### src/rtl/multi_camera_frame_grouper_defines.svh
// assertion helpers used by the command FIFO
`ifndef MULTI_CAMERA_FRAME_GROUPER_DEFINES_SVH
`define MULTI_CAMERA_FRAME_GROUPER_DEFINES_SVH

// same-cycle implication
`define MCFG_ASSERT_IMPLY(label, clk, rst, ante, cons) \
  label: assert property (@(posedge clk) disable iff (rst) (ante) |-> (cons)) \
    else $error("assertion failed");

// next-cycle implication
`define MCFG_ASSERT_NEXT(label, clk, rst, ante, cons) \
  label: assert property (@(posedge clk) disable iff (rst) (ante) |=> (cons)) \
    else $error("assertion failed");

`endif

### src/rtl/mcfg_cmd_fifo.sv
`include "multi_camera_frame_grouper_defines.svh"

module mcfg_cmd_fifo #(
  parameter int WIDTH = 8,
  parameter int DEPTH = 4
) (
  input  logic             clk,
  input  logic             rst,
  input  logic             wr_en,
  input  logic [WIDTH-1:0] wr_data,
  output logic             full,
  input  logic             rd_en,
  output logic [WIDTH-1:0] rd_data,
  output logic             empty
);

  localparam int PW = (DEPTH > 1) ? $clog2(DEPTH) : 1;
  localparam int NW = $clog2(DEPTH + 1);

  logic [WIDTH-1:0] data [DEPTH];
  logic [PW-1:0]    wr_ptr;
  logic [PW-1:0]    rd_ptr;
  logic [NW-1:0]    count;

  assign full    = (count == NW'(DEPTH));
  assign empty   = (count == '0);
  assign rd_data = data[rd_ptr];

  always_ff @(posedge clk) begin
    if (wr_en) begin
      data[wr_ptr] <= wr_data;
    end
  end

  always_ff @(posedge clk) begin
    if (rst) begin
      wr_ptr <= '0;
      rd_ptr <= '0;
      count  <= '0;
    end else begin
      if (wr_en) begin
        wr_ptr <= (wr_ptr == PW'(DEPTH - 1)) ? '0 : wr_ptr + 1'b1;
      end
      if (rd_en) begin
        rd_ptr <= (rd_ptr == PW'(DEPTH - 1)) ? '0 : rd_ptr + 1'b1;
      end
      if (wr_en && !rd_en) begin
        count <= count + 1'b1;
      end else if (rd_en && !wr_en) begin
        count <= count - 1'b1;
      end
    end
  end

  `MCFG_ASSERT_IMPLY(a_no_overflow, clk, rst, wr_en, !full)
  `MCFG_ASSERT_IMPLY(a_no_underflow, clk, rst, rd_en, !empty)
  `MCFG_ASSERT_NEXT(a_write_lands, clk, rst, wr_en && !rd_en, !empty)

endmodule

### config.mk
export PLATFORM = sky130hd
export DESIGN_NAME = mcfg_cmd_fifo
export DESIGN_NICKNAME = d
export VERILOG_FILES = /design/src/rtl/mcfg_cmd_fifo.sv
export VERILOG_INCLUDE_DIRS = /design/src /design/src/rtl
export SDC_FILE = /design/constraint.sdc
export NUM_CORES = 1
export LEC_CHECK = 0
export BUFFER_PORTS_ARGS = -buffer_cell sky130_fd_sc_hd__buf_4
export CAP_MARGIN = 20
export CORE_MARGIN = 2
export CORE_UTILIZATION = 40
export DETAILED_ROUTE_END_ITERATION = 10
export GPL_TIMING_DRIVEN = 0
export SYNTH_ARGS = -nofsm -noshare
export SYNTH_HDL_FRONTEND = slang
export SYNTH_SLANG_ARGS = --single-unit
export TNS_END_PERCENT = 1
### constraint.sdc
create_clock -name clk -period 1.6 [get_ports clk]
set_input_delay 0.24 -clock clk [delete_from_list [all_inputs] [get_ports clk]]
set_output_delay 0.24 -clock clk [all_outputs]
set_load 0.01 [all_outputs]
==> impl_metrics.yaml <==
drt:
  route.final.wire_length_mm: 2.41
  detail-route-antenna-nets: 0
  drt_pass1_iterations: 4
  dr_total_vias: 781
  wire_per_inst_um: 14.8
  drc_errors: 0
  detail_route.vias_per_cell: 4.79
  dr.first_iter.drc_count: 33
run_status:
  failed_checks: "negative setup slack"
  status: "complete, but fails checks"
synth:
  ys_warn_count: 0
  synthesized_net_count: 105
  postSynthCellCount: 86
  synth.cells.most_frequent: "32 x sky130_fd_sc_hd__edfxtp_1, 9 x sky130_fd_sc_hd__dfxtp_1, 8 x sky130_fd_sc_hd__mux4_2"
  mappedNetlistArea_mm2: 0.00160
  synth.lib_cells_used.distinct: 17
  seq_area_frac_synth: 0.714
  syn-mean-instance-area_um2: 18.6
  yosysTopAreaCellShare: 0.601
  synth_flop_cell: "sky130_fd_sc_hd__edfxtp_1"
  post-synth-top-count-cell: "sky130_fd_sc_hd__edfxtp_1"
  synth_seq_cells: 41
  post-synth-top-area-cell: "sky130_fd_sc_hd__edfxtp_1"
  synth_top_cells_by_area: "sky130_fd_sc_hd__edfxtp_1 60%, sky130_fd_sc_hd__dfxtp_1 11%, sky130_fd_sc_hd__mux4_2 11%, sky130_fd_sc_hd__ha_1 4.7%, sky130_fd_sc_hd__mux2i_1 2.5%"
  async_reset_ff_frac: 0
  synth_enable_flop_cells: 32
floorplan:
  io_pins: 22
  die_h_um: 67.2
  floorplan.die.width_um: 67.2
  design.core.area_mm2: 0.00374
  placement_rows: 22
  effective_utilization_at_floorplan: 0.427
  fp.dieArea_mm2: 0.00452
power_and_ir_drop:
  power.ir.vdd_worst_v: 0.000648
  leakage_power_figure_nw: 0.718
  cellPowerDensity_mw_per_mm2: 1130
grt:
  grt_use_total: 0.127
  grt.overflow.total: 0
  first_global_vias: 804
  grt_antenna_before_repair: 0
  grt_start_max_net_pins: 14
  grt_first_pass_wirelength_mm: 3.87
cts:
  cts_num_sinks: 41
  holdBufCountCts: 0
  tritoncts_clock_tree: "yes"
  insertion_delay_ns: 0.29
  clk_pin_slew_worst_paths_ns: 0.08
  root_driver: "sky130_fd_sc_hd__clkbuf_8"
  cts.path.max_buffers: 2
  postCtsSetupBuffers: 0
  clock_tree.htree_level_count: 2
  cts-buffers-inserted: 5
layout:
  post_layout_nonfiller_instances: 163
  n_fill_cell: 325
  num_antenna_cells: 0
  synthToLayoutAreaGrowth_pct: 21.5
  layout.cell_area.non_filler_mm2: 0.00194
  num-nets-final: 133
  post_route_cells_drive_above_1_share: 0.348
timing:
  rel_slew_slack: 0.718
  slew_violations: 0
  fin_hold_ws_ns: 0.148
  finalCritPeriodShare: 1.04
  finClkSkew_ns: 0.00297
  hold_violations: 0
  max_freq_mhz: 601
  finalWorstSetupSlack_ns: -0.0637
  unrepaired_setup_endpoints_after_global_routing: "true"
  worst_slew_pin_slew_ns: 0.423
  fin_tns_setup_ns: -0.413
  final.min_clock_period_ns: 1.66
  setup_viol: 8
critical_path:
  worstSetupPathType: "reg -> out"
  required_ns: 1.36
  path_max_fanout: 8
  endpoint_kind: "primary output"
  crit_slowest_cell: "sky130_fd_sc_hd__mux4_2"
  critical_path.cell_chain: "buf_12 -> mux4_2 -> buf_6"
  worst_setup_path_start_kind: "flip-flop"
  worst-endpoint-arrival_ns: 1.42
  max_stage_delay_ns: 0.52
place:
  postPlaceCellArea_mm2: 0.00182
  finalWeightedCongestion: 0.688
  placed_cells: 155
  buffer_ports.inserted: 21
  place_hpwl_mm: 1.68
min_path:
  holdCritPathClass: "in -> reg"
job:
  cap_violations: 0
## path summary, 6_finish.rpt
check / start / end / slack, ns / depth (start not counted)
hold reg to reg: count[2] / count[2] / 0.50 / 2
setup reg to reg: count[0] / count[2] / 0.16 / 4
setup / recovery: flip-flop / rd_data[1] / -0.06 / 3
hold / removal: wr_data[3] / data[0][3] / 0.15 / 1
## cells in the final DEF, fill, tap and decap left out
cell	count
sky130_fd_sc_hd__buf_4	13
sky130_fd_sc_hd__dfxtp_1	8
sky130_fd_sc_hd__a21oi_1	2
sky130_fd_sc_hd__clkbuf_2	1
sky130_fd_sc_hd__or3_1	1
sky130_fd_sc_hd__inv_1	4
sky130_fd_sc_hd__clkinv_2	2
sky130_fd_sc_hd__clkbuf_8	5
sky130_fd_sc_hd__o21ai_0	1
sky130_fd_sc_hd__edfxtp_1	32
sky130_fd_sc_hd__nor3_1	1
sky130_fd_sc_hd__and2_1	4
sky130_fd_sc_hd__buf_6	8
sky130_fd_sc_hd__dfxtp_2	1
sky130_fd_sc_hd__buf_12	1
sky130_fd_sc_hd__mux2i_1	4
sky130_fd_sc_hd__clkinvlp_4	1
sky130_fd_sc_hd__nor3b_1	2
sky130_fd_sc_hd__mux4_2	8
sky130_fd_sc_hd__nor2_1	7
sky130_fd_sc_hd__fa_1	1
sky130_fd_sc_hd__ha_1	6
sky130_fd_sc_hd__xor2_1	2
## metrics by stage
| stage | utilization | power (mW) | setup slack, ns |
|---|---|---|---|
| 6_report | 0.519 | 2.19 | -0.0637 |
| 5_1_grt | 0.519 | 2.31 | -0.125 |
| 4_1_cts | 0.517 | 2.22 | -0.107 |
| 3_5_place_dp | 0.485 | 1.55 | -0.116 |
| 3_3_place_gp | 0.485 | 1.54 | -0.102 |
| 2_1_floorplan | - | 1.42 | 0.0983 |
## metal layers
metal  global-route usage  vias to the layer above  share of wire
met4               0.0459                        0         0.0087
met1                0.139                      376           0.43
met2                0.220                       23           0.51
li1                     -                      379              -
met5                    0                        -              0
met3               0.0533                        3          0.053
## worst max-delay path: cells and delay by family (launching register included)
family                 cells  cell delay, ns
buffers and inverters      2            0.28
flip-flops                 1            0.34
multiplexers               1            0.52
## layout make-up
class / count / area [µm²] / area share
Multi-Input combinational cell: 39 / 425 / 0.219
Inverter: 4 / 15.0 / 0.00773
Clock inverter: 3 / 17.5 / 0.00902
Clock buffer: 5 / 68.8 / 0.0354
Timing Repair Buffer: 21 / 188 / 0.0966
Sequential cell: 41 / 1140 / 0.588
Tap cell: 48 / 60.1 / 0.0309
Buffer: 2 / 25.0 / 0.0129
## what timing repair did
| item | 4_1_cts | 5_1_grt |
|---|---|---|
| endpoints found under the setup margin | 8 | 8 |
| pin swaps | 0 | 0 |
| gates cloned | 0 | 0 |
| gates resized for setup | 10 | 1 |
## state kept, by name, summed over array words and instances (netlist names), named ones only
name / cells
wr_ptr: 2
rd_ptr: 2
data: 32
count: 3
## power by group
| part | switching (mW) | internal [mW] | total (mW) |
|---|---|---|---|
| registers | 0.0322 | 1.21 | 1.24 |
| logic | 0.134 | 0.170 | 0.305 |
| clock network | 0.343 | 0.301 | 0.643 |
## cells by family (layout without fill, tap and decap cells)
kind of cell / Yosys count / after routing / synth area share
AOI/OAI and AO/OA: 3 / 3 / 0.00939
xor gates and xnor gates: 2 / 2 / 0.0110
adders and majority gates: 7 / 7 / 0.0595
buffers and inverters: 6 / 35 / 0.0196
DFF: 41 / 41 / 0.714
muxes: 12 / 12 / 0.138
and+or+nand+nor: 15 / 15 / 0.0485
Note: power is estimated with default switching activity, not from simulation.
