`config.mk`:
```
export PLATFORM = sky130hd
export DESIGN_NAME = mcfg_back
export DESIGN_NICKNAME = d
export VERILOG_FILES = /design/src/rtl/multi_camera_frame_grouper_defines.svh /design/src/rtl/mcfg_pkg.sv /design/src/rtl/mcfg_back.sv
export SDC_FILE = /design/constraint.sdc
export NUM_CORES = 2
export LEC_CHECK = 0
export ABC_AREA = 0
export BUFFER_PORTS_ARGS = -buffer_cell sky130_fd_sc_hd__buf_4
export CAP_MARGIN = 10
export CELL_PAD_IN_SITES_DETAIL_PLACEMENT = 1
export CELL_PAD_IN_SITES_GLOBAL_PLACEMENT = 1
export CORE_MARGIN = 4
export CORE_UTILIZATION = 47
export DETAILED_ROUTE_END_ITERATION = 16
export GPL_ROUTABILITY_DRIVEN = 0
export PLACE_DENSITY_LB_ADDON = 0.1
export SYNTH_ARGS = -nofsm -noshare
export SYNTH_HDL_FRONTEND = slang
export SYNTH_SLANG_ARGS = --single-unit
```
`constraint.sdc`:
```
create_clock -name clk -period 56.5 [get_ports clk]
set_input_delay 11.3 -clock clk [delete_from_list [all_inputs] [get_ports clk]]
set_output_delay 11.3 -clock clk [all_outputs]
set_load 0.1 [all_outputs]
```
`src/rtl/multi_camera_frame_grouper_defines.svh`:
```
// assertion helpers used by the command FIFO
`ifndef MULTI_CAMERA_FRAME_GROUPER_DEFINES_SVH
`define MULTI_CAMERA_FRAME_GROUPER_DEFINES_SVH

// same-cycle implication
`define MCFG_ASSERT_IMPLY(label, clk, rst, ante, cons) \
  label: assert property (@(posedge clk) disable iff (rst) (ante) |-> (cons)) \
    else $error("assertion failed");

// next-cycle implication
`define MCFG_ASSERT_NEXT(label, clk, rst, ante, cons) \
  label: assert property (@(posedge clk) disable iff (rst) (ante) |=> (cons)) \
    else $error("assertion failed");

`endif

```
`src/rtl/mcfg_pkg.sv`:
```
package mcfg_pkg;

  localparam int KIND_W      = 2;
  localparam int CAMERA_W    = 2;
  localparam int HANDLE_W    = 32;
  localparam int TIME_W      = 48;
  localparam int GROUP_NUM_W = 32;
  localparam int MQL_W       = 4;
  localparam int CAMCNT_W    = 3;
  localparam int CFG_INDEX_W = 2;
  localparam int CFG_DATA_W  = 4;

  // transaction kinds
  localparam logic [KIND_W-1:0] KIND_PUSH  = 2'd0;
  localparam logic [KIND_W-1:0] KIND_GROUP = 2'd1;
  localparam logic [KIND_W-1:0] KIND_CLEAR = 2'd2;

  // configuration register indexes
  localparam logic [CFG_INDEX_W-1:0] REG_MAX_QUEUE_LEN = 2'd0;
  localparam logic [CFG_INDEX_W-1:0] REG_CAMERA_COUNT  = 2'd1;

  localparam logic [MQL_W-1:0]    MQL_RESET    = 4'd4;
  localparam logic [CAMCNT_W-1:0] CAMCNT_RESET = 3'd1;

  // entries a queue is trimmed to when a group is taken
  localparam int TRIM_KEEP = 2;

  // depth of the queue between front and back
  localparam int CMDQ_DEPTH = 4;

  // command opcodes
  localparam logic [1:0] CMD_WRITE     = 2'd0;
  localparam logic [1:0] CMD_READ      = 2'd1;
  localparam logic [1:0] CMD_NOT_READY = 2'd2;

  localparam logic STATUS_EMIT      = 1'b0;
  localparam logic STATUS_NOT_READY = 1'b1;

  typedef struct packed {
    logic [HANDLE_W-1:0] handle;
    logic [TIME_W-1:0]   start_time;
    logic [TIME_W-1:0]   end_time;
  } rec_t;

  typedef struct packed {
    logic [1:0]          op;
    logic [CAMERA_W-1:0] camera;
    logic                last;
    rec_t                rec;
  } cmd_t;

  typedef struct packed {
    logic                   status;
    logic [CAMERA_W-1:0]    camera;
    logic [HANDLE_W-1:0]    handle;
    logic [TIME_W-1:0]      start_time;
    logic [TIME_W-1:0]      end_time;
    logic [TIME_W-1:0]      group_start;
    logic [TIME_W-1:0]      group_end;
    logic [GROUP_NUM_W-1:0] group_number;
    logic                   last;
  } res_t;

endpackage

```
`src/rtl/mcfg_back.sv`:
```
module mcfg_back #(
  parameter int SLOTS  = 32,
  parameter int SLOT_W = 5
) (
  input  logic              clk,
  input  logic              rst,
  input  mcfg_pkg::cmd_t    cmd,
  input  logic [SLOT_W-1:0] cmd_slot,
  input  logic              cmd_empty,
  output logic              cmd_rd,
  output mcfg_pkg::res_t    res,
  output logic              res_valid,
  input  logic              res_pop
);
  import mcfg_pkg::*;

  localparam logic BS_IDLE = 1'b0;
  localparam logic BS_EMIT = 1'b1;

  rec_t mem [SLOTS];
  rec_t rd_rec;
  res_t res_nr;

  logic [0:0]             state;
  logic [CAMERA_W-1:0]    cam_q;
  logic                   last_q;
  logic [TIME_W-1:0]      gs;
  logic [TIME_W-1:0]      ge;
  logic [TIME_W-1:0]      gs_new;
  logic [TIME_W-1:0]      ge_new;
  logic [GROUP_NUM_W-1:0] groups_done;
  logic                   out_free;
  logic                   emit;
  logic                   res_valid_next;

  assign out_free = !res_valid || res_pop;
  assign cmd_rd   = (state == BS_IDLE) && !cmd_empty &&
                    (cmd.op != CMD_NOT_READY || out_free);
  assign emit     = (state == BS_EMIT) && out_free;

  // zero means unset for the running bounds
  assign gs_new = (gs == '0 || gs > rd_rec.start_time) ? rd_rec.start_time : gs;
  assign ge_new = (ge == '0 || ge < rd_rec.end_time) ? rd_rec.end_time : ge;

  // not-ready answer: status and last set, all else zero
  always_comb begin
    res_nr        = '0;
    res_nr.status = STATUS_NOT_READY;
    res_nr.last   = 1'b1;
  end

  // a loaded result wins over a pop in the same cycle
  always_comb begin
    res_valid_next = res_valid && !res_pop;
    if ((cmd_rd && cmd.op == CMD_NOT_READY) || emit) res_valid_next = 1'b1;
  end

  always_ff @(posedge clk) begin
    if (cmd_rd && cmd.op == CMD_WRITE) begin
      mem[cmd_slot] <= cmd.rec;
    end
    if (cmd_rd && cmd.op == CMD_READ) begin
      rd_rec <= mem[cmd_slot];
    end
  end

  always_ff @(posedge clk) begin
    if (cmd_rd && cmd.op == CMD_NOT_READY) begin
      res <= res_nr;
    end else if (emit) begin
      res.status       <= STATUS_EMIT;
      res.camera       <= cam_q;
      res.handle       <= rd_rec.handle;
      res.start_time   <= rd_rec.start_time;
      res.end_time     <= rd_rec.end_time;
      res.group_start  <= gs_new;
      res.group_end    <= ge_new;
      res.group_number <= groups_done;
      res.last         <= last_q;
    end
    if (cmd_rd && cmd.op == CMD_READ) begin
      cam_q  <= cmd.camera;
      last_q <= cmd.last;
    end
  end

  always_ff @(posedge clk) begin
    if (rst) begin
      state       <= BS_IDLE;
      res_valid   <= 1'b0;
      gs          <= '0;
      ge          <= '0;
      groups_done <= '0;
    end else begin
      res_valid <= res_valid_next;
      case (state)
        BS_IDLE: begin
          if (cmd_rd && cmd.op == CMD_READ) state <= BS_EMIT;
        end
        BS_EMIT: begin
          if (out_free) begin
            state <= BS_IDLE;
            if (last_q) begin
              gs          <= '0;
              ge          <= '0;
              groups_done <= groups_done + 1'b1;
            end else begin
              gs <= gs_new;
              ge <= ge_new;
            end
          end
        end
        default: state <= BS_IDLE;
      endcase
    end
  end

endmodule

```
==> qor.yml <==
status: "finished clean"
ys.warnings.count: 0
synth_area_leader_cell: "edfxtp_1"
ys_seq_elements: 4617
antenna_found_initial: 70
yosys.area.top_type_share_pct: 72.6
power.density_nw_per_um2: 36.8
power_leakage_nw: 63.4
timing.final.crit_share_pct: 42.0
numCtsBuffers: 472
ctsResizeCount: 0
synth.avg_cell_area_um2: 20.3
routed_wl_mm: 515
synthCells: 8602
cts.sinks: 4617
hold_class: "flop to flop"
fin_util_pct: 53.8
peakVddDrop_mv: 0.0313
drtAntennaViolNets: 0
clk_pin_slew_ns: 0.06
grtUsageTotal_pct: 26.8
cap_violations: 0
synthFlopType: "edfxtp_1"
drc_errors: 0
layout-drive-gt1-share_pct: 24.4
end_kind: "primary output"
slew_viol_final: 0
post_cts_buffers: 0
tightest_slew_ns: 1.24
rsz0062_at_grt: "no"
worstSetupStartpointType: "primary input"
wl_per_cell_um: 35.6
clock_latency_ns: 0.98
syn_area_um2: 175000
drt_iter0_markers: 10800
grt_pass1_vias: 94900
avgViaCountPerCell: 6.30
cp_data_required_time_ns: 45.20
synthArstFlopShare_pct: 0
hold_viol: 0
clock_power_share_pct: 41.3
setup_viol: 0
seq_power_share_pct: 51.6
finalSetupTns_ns: 0
clk_path_buf_depth: 4
yosys.cell_types.count: 50
grt_overflow: 0
die_w_um: 618
arrival_ns: 12.45
route.vias.total: 91400
pwr-share-comb_pct: 7.0
port_buffers: 403
intPower_mw: 5.62
fmax_ghz: 0.0421
synth-edff-count: 4227
grt_max_degree: 145
crit_path_max_fanout: 3
crit_type: "primary input to primary output"
area_delta_synth_final_pct: 13.8
dp_hpwl_mm: 266
period_needed_ns: 23.75
dieArea_um2: 382000
die_h_um: 618
syn_nets: 8840
firstDrtPassIters: 5
htree_levels: 5
seq_area_frac_synth_pct: 77.1
start_util_pct: 47.3
swShare_pct: 23.2
synth.area.top_cells: "edfxtp_1, mux4_2, dfxtp_1"
p_switching_mw: 1.70
finish.net_count: 9369
ctsHoldBuffers: 0
row_count: 223
grt_pass1_wl_mm: 730
cts_tree: "yes"
root_buffer: "clkbuf_16"
core_um2: 370000
clock_skew_ns: 0.0325
slew_headroom_pct: 17.1
io_pins: 404
[state kept, by name (all words and copies together), names as in the netlist]
register / count
cam_q: 2
rd_rec: 128
last_q: 1
ge: 48
res: 260
gs: 48
state: 1
groups_done: 32
mem: 4096
res_valid: 1
[kinds of logic (layout without fill, tap and decap cells)]
kind of cell	Yosys count	in the layout	share of synthesized area, %
other cells	0	25	0
xor+xnor	23	23	0.115
fa+ha+maj	96	96	0.687
compound gates	1063	1063	4.00
buf+inv	642	1561	1.42
simple gates	1088	1088	3.23
flops	4617	4617	77.1
mux	1073	1073	13.5
[power by group through the flow]
stage	clock [mW]	sequential, mW	combinational, mW
after floorplan	0	4.00	0.195
after global placement	0	3.85	0.509
after detailed placement	0	3.85	0.518
after CTS	3.08	3.78	0.519
after global routing	3.23	3.78	0.543
final	3.03	3.78	0.515
[metrics by stage]
step | setup slack, ns | total power [mW] | hold slack (ns) | instances | cell area (um^2)
after floorplan | 30.53 | 4.20 | 0.444 | 8602 | 175000
after global placement | 32.77 | 4.36 | 0.432 | 13600 | 184000
after detailed placement | 32.78 | 4.37 | 0.448 | 13600 | 184000
after CTS | 32.77 | 7.38 | 0.456 | 14500 | 199000
after global routing | 32.70 | 7.55 | 0.474 | 14500 | 199000
final | 32.75 | 7.32 | 0.449 | 14500 | 199000
[cell usage after synthesis, drive strengths merged (51+ instances only)]
master / instances
a21oi: 260
a22oi: 512
a31oi: 96
buf: 152
clkbuf: 383
dfxtp: 390
edfxtp: 4227
ha: 96
inv: 107
mux4: 1024
nand2: 515
nand3b: 51
nand4: 152
nor2: 76
nor4: 73
o21ai: 121
[cell usage in the layout (no fill, tap or decap), drive strengths merged, types with 9 or more instances in the layout]
| master | n |
|---|---|
| clkinvlp | 10 |
| clkinv | 188 |
| nand3 | 18 |
| buf | 589 |
| nor3 | 10 |
| a21oi | 260 |
| nor2 | 76 |
| nor4 | 73 |
| diode | 25 |
| nor4b | 49 |
| ha | 96 |
| a21o | 9 |
| or4 | 49 |
| nand3b | 51 |
| bufinv | 31 |
| o21ai | 121 |
| xor2 | 11 |
| clkbuf | 618 |
| mux4 | 1024 |
| and4 | 9 |
| nor3b | 49 |
| a211o | 47 |
| nand4 | 152 |
| dfxtp | 390 |
| edfxtp | 4227 |
| nand2 | 515 |
| a31oi | 96 |
| xnor2 | 12 |
| a22oi | 512 |
| mux2i | 49 |
| or3 | 12 |
| inv | 125 |
[worst paths after layout]
check | from | endpoint | slack, ns | cells past startpoint
max | cmd_empty | cmd_rd | 32.75 | 4
min | res[259] | res[259] | 0.45 | 2
max reg2reg | state | mem[1][74] | 50.84 | 5
min reg2reg | res[259] | res[259] | 0.45 | 2
[layer usage]
metal,vias up,wire length (um),global-route usage [%]
met5,-,173,0
met4,24,10300,5.49
met3,661,36200,4.30
met2,3582,253000,43.9
met1,50200,216000,38.5
li1,36900,-,-
[layout make-up]
class / count / area (um^2)
Tap cell: 4950 / 6190
Clock inverter: 247 / 2070
Clock buffer: 617 / 12800
Antenna cell: 25 / 62.6
Fill cell: 32200 / 171000
Multi-Input combinational cell: 3343 / 37900
Sequential cell: 4617 / 135000
Timing Repair Buffer: 590 / 4800
Inverter: 107 / 402
[worst max-delay path, stage by stage]
cell and delay, ns:
buf_4 0.13, nor2_1 0.17, a21boi_0 0.46, buf_4 0.39
Note: power is estimated with default switching activity, not from simulation.
