<file path="config.mk">
export PLATFORM = sky130hd
export DESIGN_NAME = mcfg_front
export DESIGN_NICKNAME = d
export VERILOG_FILES = /design/src/rtl/multi_camera_frame_grouper_defines.svh /design/src/rtl/mcfg_pkg.sv /design/src/rtl/mcfg_front.sv
export SDC_FILE = /design/constraint.sdc
export NUM_CORES = 1
export LEC_CHECK = 0
export ABC_CLOCK_PERIOD_IN_PS = 15100
export BUFFER_PORTS_ARGS = -buffer_cell sky130_fd_sc_hd__clkbuf_2
export CORE_AREA = 2 2 111 113
export DETAILED_ROUTE_END_ITERATION = 8
export DIE_AREA = 0 0 113 115
export PLACE_DENSITY = 0.73
export SLEW_MARGIN = 15
export SYNTH_ARGS = -nofsm -noshare
export SYNTH_HDL_FRONTEND = slang
export SYNTH_SLANG_ARGS = --single-unit
</file>
<file path="constraint.sdc">
create_clock -name clk -period 15.1 [get_ports clk]
set_clock_uncertainty 0.1 [all_clocks]
set_input_delay 3.02 -clock clk [delete_from_list [all_inputs] [get_ports clk]]
set_output_delay 3.02 -clock clk [all_outputs]
set_load 0.01 [all_outputs]
</file>
<file path="src/rtl/multi_camera_frame_grouper_defines.svh">
// assertion helpers used by the command FIFO
`ifndef MULTI_CAMERA_FRAME_GROUPER_DEFINES_SVH
`define MULTI_CAMERA_FRAME_GROUPER_DEFINES_SVH

// same-cycle implication
`define MCFG_ASSERT_IMPLY(label, clk, rst, ante, cons) \
  label: assert property (@(posedge clk) disable iff (rst) (ante) |-> (cons)) \
    else $error("assertion failed");

// next-cycle implication
`define MCFG_ASSERT_NEXT(label, clk, rst, ante, cons) \
  label: assert property (@(posedge clk) disable iff (rst) (ante) |=> (cons)) \
    else $error("assertion failed");

`endif

</file>
<file path="src/rtl/mcfg_pkg.sv">
package mcfg_pkg;

  localparam int KIND_W      = 2;
  localparam int CAMERA_W    = 2;
  localparam int HANDLE_W    = 32;
  localparam int TIME_W      = 48;
  localparam int GROUP_NUM_W = 32;
  localparam int MQL_W       = 4;
  localparam int CAMCNT_W    = 3;
  localparam int CFG_INDEX_W = 2;
  localparam int CFG_DATA_W  = 4;

  // transaction kinds
  localparam logic [KIND_W-1:0] KIND_PUSH  = 2'd0;
  localparam logic [KIND_W-1:0] KIND_GROUP = 2'd1;
  localparam logic [KIND_W-1:0] KIND_CLEAR = 2'd2;

  // configuration register indexes
  localparam logic [CFG_INDEX_W-1:0] REG_MAX_QUEUE_LEN = 2'd0;
  localparam logic [CFG_INDEX_W-1:0] REG_CAMERA_COUNT  = 2'd1;

  localparam logic [MQL_W-1:0]    MQL_RESET    = 4'd4;
  localparam logic [CAMCNT_W-1:0] CAMCNT_RESET = 3'd1;

  // entries a queue is trimmed to when a group is taken
  localparam int TRIM_KEEP = 2;

  // depth of the queue between front and back
  localparam int CMDQ_DEPTH = 4;

  // command opcodes
  localparam logic [1:0] CMD_WRITE     = 2'd0;
  localparam logic [1:0] CMD_READ      = 2'd1;
  localparam logic [1:0] CMD_NOT_READY = 2'd2;

  localparam logic STATUS_EMIT      = 1'b0;
  localparam logic STATUS_NOT_READY = 1'b1;

  typedef struct packed {
    logic [HANDLE_W-1:0] handle;
    logic [TIME_W-1:0]   start_time;
    logic [TIME_W-1:0]   end_time;
  } rec_t;

  typedef struct packed {
    logic [1:0]          op;
    logic [CAMERA_W-1:0] camera;
    logic                last;
    rec_t                rec;
  } cmd_t;

  typedef struct packed {
    logic                   status;
    logic [CAMERA_W-1:0]    camera;
    logic [HANDLE_W-1:0]    handle;
    logic [TIME_W-1:0]      start_time;
    logic [TIME_W-1:0]      end_time;
    logic [TIME_W-1:0]      group_start;
    logic [TIME_W-1:0]      group_end;
    logic [GROUP_NUM_W-1:0] group_number;
    logic                   last;
  } res_t;

endpackage

</file>
<file path="src/rtl/mcfg_front.sv">
module mcfg_front #(
  parameter int MAX_CAMERAS = 4,
  parameter int QUEUE_DEPTH = 8,
  parameter int SLOT_W      = 5
) (
  input  logic                            clk,
  input  logic                            rst,
  input  logic [mcfg_pkg::MQL_W-1:0]      max_queue_len,
  input  logic [mcfg_pkg::CAMCNT_W-1:0]   camera_count,
  input  logic                            in_valid,
  input  logic [mcfg_pkg::KIND_W-1:0]     kind,
  input  logic                            camera_present,
  input  logic [mcfg_pkg::CAMERA_W-1:0]   camera_index,
  input  logic [mcfg_pkg::HANDLE_W-1:0]   image_handle,
  input  logic [mcfg_pkg::TIME_W-1:0]     grab_start_time,
  input  logic [mcfg_pkg::TIME_W-1:0]     grab_end_time,
  output logic                            busy,
  output logic                            cmd_valid,
  output mcfg_pkg::cmd_t                  cmd,
  output logic [SLOT_W-1:0]               cmd_slot,
  input  logic                            cmd_full
);
  import mcfg_pkg::*;

  localparam int HW    = $clog2(QUEUE_DEPTH);
  localparam int CW    = $clog2(QUEUE_DEPTH + 1);
  localparam int CAM_W = (MAX_CAMERAS > 1) ? $clog2(MAX_CAMERAS) : 1;
  localparam int NC_W  = $clog2(MAX_CAMERAS + 1);

  localparam logic FS_IDLE  = 1'b0;
  localparam logic FS_GROUP = 1'b1;

  logic [0:0]    state;
  logic [CAM_W-1:0] cam_ptr;
  logic [HW-1:0] heads  [MAX_CAMERAS];
  logic [CW-1:0] counts [MAX_CAMERAS];

  logic [NC_W-1:0]  ncam;
  logic [CW-1:0]    lim;
  logic [CAM_W-1:0] cam_sel;
  logic [CAM_W-1:0] idx;
  logic [HW-1:0]    h;
  logic [CW-1:0]    c;
  logic [CW-1:0]    adv;
  logic [CW-1:0]    cnt_keep;
  logic [HW-1:0]    h_new;
  logic [HW-1:0]    pos;
  logic [CW-1:0]    trim;
  logic [HW-1:0]    g_head;
  logic [HW-1:0]    g_next;
  logic [CW-1:0]    g_cnt;
  logic             all_ready;
  logic             last_cam;

  function automatic logic [HW-1:0] wrap_add(logic [HW-1:0] a, logic [CW-1:0] b);
    logic [HW+1:0] s;
    s = (HW+2)'(a) + (HW+2)'(b);
    if (s >= (HW+2)'(QUEUE_DEPTH)) s = s - (HW+2)'(QUEUE_DEPTH);
    return s[HW-1:0];
  endfunction

  function automatic logic [SLOT_W-1:0] slot_of(logic [CAM_W-1:0] cam, logic [HW-1:0] p);
    return SLOT_W'(cam) * SLOT_W'(QUEUE_DEPTH) + SLOT_W'(p);
  endfunction

  // clamp the configured values into range
  always_comb begin
    if (camera_count == '0) ncam = NC_W'(1);
    else if (int'(camera_count) > MAX_CAMERAS) ncam = NC_W'(MAX_CAMERAS);
    else ncam = NC_W'(camera_count);
    if (max_queue_len == '0) lim = CW'(1);
    else if (int'(max_queue_len) > QUEUE_DEPTH) lim = CW'(QUEUE_DEPTH);
    else lim = CW'(max_queue_len);
  end

  // unknown cameras fall back to camera 0
  assign cam_sel = (int'(camera_index) >= int'(ncam)) ? '0 : CAM_W'(camera_index);
  assign idx     = (state == FS_GROUP) ? cam_ptr : cam_sel;
  assign h       = heads[idx];
  assign c       = counts[idx];

  // push: drop oldest until there is room under the limit
  always_comb begin
    if (c >= lim) begin
      adv      = c - lim + CW'(1);
      cnt_keep = lim - CW'(1);
    end else begin
      adv      = '0;
      cnt_keep = c;
    end
  end
  assign h_new = wrap_add(h, adv);
  assign pos   = wrap_add(h_new, cnt_keep);

  // group: trim to the newest entries, then pop the front
  assign trim   = (c > CW'(TRIM_KEEP)) ? c - CW'(TRIM_KEEP) : '0;
  assign g_head = wrap_add(h, trim);
  assign g_next = wrap_add(g_head, CW'(1));
  assign g_cnt  = ((c > CW'(TRIM_KEEP)) ? CW'(TRIM_KEEP) : c) - CW'(1);

  always_comb begin
    all_ready = 1'b1;
    for (int i = 0; i < MAX_CAMERAS; i++) begin
      if (i < int'(ncam) && counts[i] == '0) all_ready = 1'b0;
    end
  end

  assign last_cam = (int'(cam_ptr) + 1 == int'(ncam));
  assign busy     = (state == FS_GROUP);

  always_comb begin
    cmd_valid = 1'b0;
    cmd       = '0;
    cmd_slot  = slot_of(idx, pos);
    case (state)
      FS_IDLE: begin
        if (in_valid && kind == KIND_PUSH && camera_present) begin
          cmd_valid              = 1'b1;
          cmd.op                 = CMD_WRITE;
          cmd.rec.handle         = image_handle;
          cmd.rec.start_time     = grab_start_time;
          cmd.rec.end_time       = grab_end_time;
        end else if (in_valid && kind == KIND_GROUP && !all_ready) begin
          cmd_valid = 1'b1;
          cmd.op    = CMD_NOT_READY;
          cmd.last  = 1'b1;
        end
      end
      FS_GROUP: begin
        if (!cmd_full) begin
          cmd_valid  = 1'b1;
          cmd.op     = CMD_READ;
          cmd.camera = CAMERA_W'(cam_ptr);
          cmd.last   = last_cam;
          cmd_slot   = slot_of(idx, g_head);
        end
      end
      default: ;
    endcase
  end

  always_ff @(posedge clk) begin
    if (rst) begin
      state   <= FS_IDLE;
      cam_ptr <= '0;
      for (int i = 0; i < MAX_CAMERAS; i++) begin
        heads[i]  <= '0;
        counts[i] <= '0;
      end
    end else begin
      case (state)
        FS_IDLE: begin
          if (in_valid) begin
            case (kind)
              KIND_PUSH: begin
                if (camera_present) begin
                  heads[idx]  <= h_new;
                  counts[idx] <= cnt_keep + CW'(1);
                end
              end
              KIND_GROUP: begin
                if (all_ready) begin
                  state   <= FS_GROUP;
                  cam_ptr <= '0;
                end
              end
              KIND_CLEAR: begin
                for (int i = 0; i < MAX_CAMERAS; i++) begin
                  heads[i]  <= '0;
                  counts[i] <= '0;
                end
              end
              default: ;
            endcase
          end
        end
        FS_GROUP: begin
          if (!cmd_full) begin
            heads[idx]  <= g_next;
            counts[idx] <= g_cnt;
            if (last_cam) state <= FS_IDLE;
            else cam_ptr <= cam_ptr + 1'b1;
          end
        end
        default: state <= FS_IDLE;
      endcase
    end
  end

endmodule

</file>
==> impl_results.md <==
* Slew @ Worst Pin at 906.4 ps
* GRT Total Usage at 23.65%
* Total global routing overflow at 0
* Slowest-stage cell, CP: fa_1
* CTS tree: done
* Critical path launch point type: primary input
* Wire length per cell at 18.68 um
* Largest net degree at the start of global routing at 129
* Sequential share of the synthesized area at 25.38%
* Stages on the worst setup path at 21
* Hold Path Class: reg2reg
* Asr flop ratio synth at 0%
* Synth top area share at 23.69%
* Die Ht at 115 um
* Die W at 113 um
* H-Tree Depth at 2
* Reg-to-reg endpoint: heads[3][2]
* Yosys top cell by area: edfxtp_1
* CTS Buffer Depth at 2
* Setup TNS Final at 0 ps
* First-pass GRT wire length at 23460 um
* Peak supply drop at 0.00004502 V
* Critical path class: in2out
* Fill cell count at 1238
* Leakage at 2.759 nW
* Worst slack, placed at 4217 ps
* Post-cts gate resize count at 0
* Initial antenna violation count at 5
* Top FF cell, synth: edfxtp_1
* RSZ-0062 raised after global routing: no
* Hold buffer count at CTS at 0
* Setup crit end kind: primary output
* Final hold vios at 0
* Starting DRC count in detailed routing at 311
* Clock Latency Late Sink at 270 ps
* Cells after synthesis at 440
* R2r startpoint: busy
* Bufs and invs on worst path at 4
* DRT Pass-1 Iters at 8
* Crit path largest cell delay at 500 ps
* Failing checks: DRC
* Vias per inst at 4.896
* Synthesized cell area at 3550 um2
* Die footprint at 13000 um2
* Slew margin rel. at 39.49%
* Tcrit/Tclk final at 72.23%
* Total power at 0.3536 mW
* Post-CTS setup buffers at 0
* WP data required at 11980 ps
* Final worst setup slack at 4193 ps
* Vias in the first global route at 3834
* Synth top cells by count: 134 x and2_1, 38 x nand2_1, 36 x nor2_1, 28 x edfxtp_1, 18 x clkbuf_1
* Initial Utilization at 30.05%
* Max-Cap Viols at 0
* Core Footprint at 11810 um2
* Status: complete, but fails checks
* Count of state elements after synthesis at 31
* DRT Wirelength at 15940 um
* Most common cell in the synthesized netlist: and2_1
* FP Rows at 40
* Minimum clock period at 10910 ps
* Clk sinks at 31
* FF-to-FF setup slack at 10200 ps
* Hpwl dp at 13420 um
* Via count at 4176
* Worst path cell trace: clkbuf_2 > nand2b_1 > ha_1 > nor2b_1 > a2111o_1 > o32a_1 > and2_1 > ha_1 > a21o_1 > a31o_2 > and2_1 > ha_1 > inv_1 > fa_1 > inv_1 > fa_1 > nand2_1 > a21oi_1 > o22a_1 > a2111oi_2 > clkbuf_2
* Syn Area/Cell at 8.067 um2
* Netlist cell types at 65
* I/O pins at 284
* RePlAce Congestion at 0.9260
* Reg2Reg Depth at 16
* Power Density at 68.29 nW/um2
* CTS clk-pin slew, worst paths at 50 ps
* Area growth syn-to-layout at 45.86%
* Yosys Warn Count at 0
* Crit path from: camera_count[2]
* Mapped Nets at 604
* TritonCTS Buffers at 5
* Endpoints failing setup at 0
* Slew Limit Fails at 0
* EDFF count, synth at 28
* Most used cell, CP: ha_1
* Share of cells above drive strength 1 at 43.69%
* Top cells by area, synth: edfxtp_1 24%, and2_1 24%, ha_1 6.0%, nand2_1 4.0%, nor2_1 3.8%
* IO Port Bufs at 283
* CP Capture Point: cmd_slot[2]
* Routed Antenna Nets at 0
* Layout net count at 869
* CTS root buf: clkbuf_16
* Residual DRC at 6
* WP data arrival at 7790 ps
* F_max at 0.09168 GHz
* Top Family by Delay on Critical Path: adder cells
* Worst Path Max Fanout at 10
## worst min-delay path by stage
stage / from / endpoint / slack, ps / depth (start not counted)
CTS: cam_ptr[1] / cam_ptr[1] / 660 / 2
floorplan: cam_ptr[1] / cam_ptr[1] / 530 / 3
global placement: cam_ptr[1] / cam_ptr[1] / 650 / 2
detailed placement: cam_ptr[0] / cam_ptr[0] / 640 / 2
finish: cam_ptr[1] / cam_ptr[1] / 660 / 2
global route: cam_ptr[1] / cam_ptr[1] / 720 / 2
## cells by family after synthesis
group	after synthesis	synth area share [%]
AOI/OAI and AO/OA	74	16.43
xor gates and xnor gates	7	2.185
adders and majority gates	20	7.684
buffers and inverters	42	5.005
DFF	31	25.38
muxes	14	4.054
and+or+nand+nor	252	39.27
## worst reg2reg max path, cell delays in order, from the launching register on
cell and delay [ps]:
dfxtp_1 910, nand2b_1 240, o21a_1 170, nand2_1 110, o211a_1 300, ha_1 310, nand2b_1 90, a21o_1 130
a31o_2 280, and2_1 180, ha_1 150, inv_1 50, fa_1 360, or3_1 390, and3_1 240, nor3_1 510
a211oi_1 110
## per-stage QoR
stage / cells / cell area (um2) / hold slack [ps] / util, %
after detailed placement: 845 / 5041 / 643.8 / 42.68
after global placement: 845 / 5041 / 652.2 / 42.68
after CTS: 852 / 5175 / 664.4 / 43.81
after global routing: 853 / 5177 / 717.8 / 43.83
final: 853 / 5177 / 660.8 / 43.83
after floorplan: 440 / 3550 / 531.3 / -
## cell type report
cell class | instances | area, um2 | area share, %
tap | 147 | 183.9 | 3.552
sequential | 31 | 900.9 | 17.40
inverter | 16 | 60.06 | 1.160
clock inverter | 2 | 8.758 | 0.1692
clock buffer | 5 | 125.1 | 2.417
antenna | 1 | 2.502 | 0.04833
multi-input combinational | 367 | 2472 | 47.75
timing repair buffer | 284 | 1424 | 27.50
## layer usage
metal / track usage, % / wire length, um / vias up
met5: 0 / 50 / -
met4: 1.870 / 72 / 8
met3: 9.278 / 1855 / 16
met2: 38.96 / 7427 / 225
met1: 30.82 / 6531 / 1878
li1: - / - / 2049
## sequential cells by signal (all words and copies together) (netlist names)
name,cells
counts,16
busy,1
heads,12
cam_ptr,2
## report_power, final
| group | switching [mW] | internal [mW] | total [mW] |
|---|---|---|---|
| registers | 0.00394 | 0.0983 | 0.102 |
| logic | 0.0922 | 0.0677 | 0.160 |
| clock network | 0.0325 | 0.0590 | 0.0915 |
## placed cells by master (no fill, tap or decap), types with 8 or more instances in the layout
master,count
mux2i_1,11
a211oi_1,10
a21oi_1,13
and2_1,134
nand2_1,38
ha_1,17
clkbuf_2,283
inv_1,14
edfxtp_1,28
nand2b_1,9
o21ai_0,8
nor2_1,36
Power figures use the tool's default switching activity.
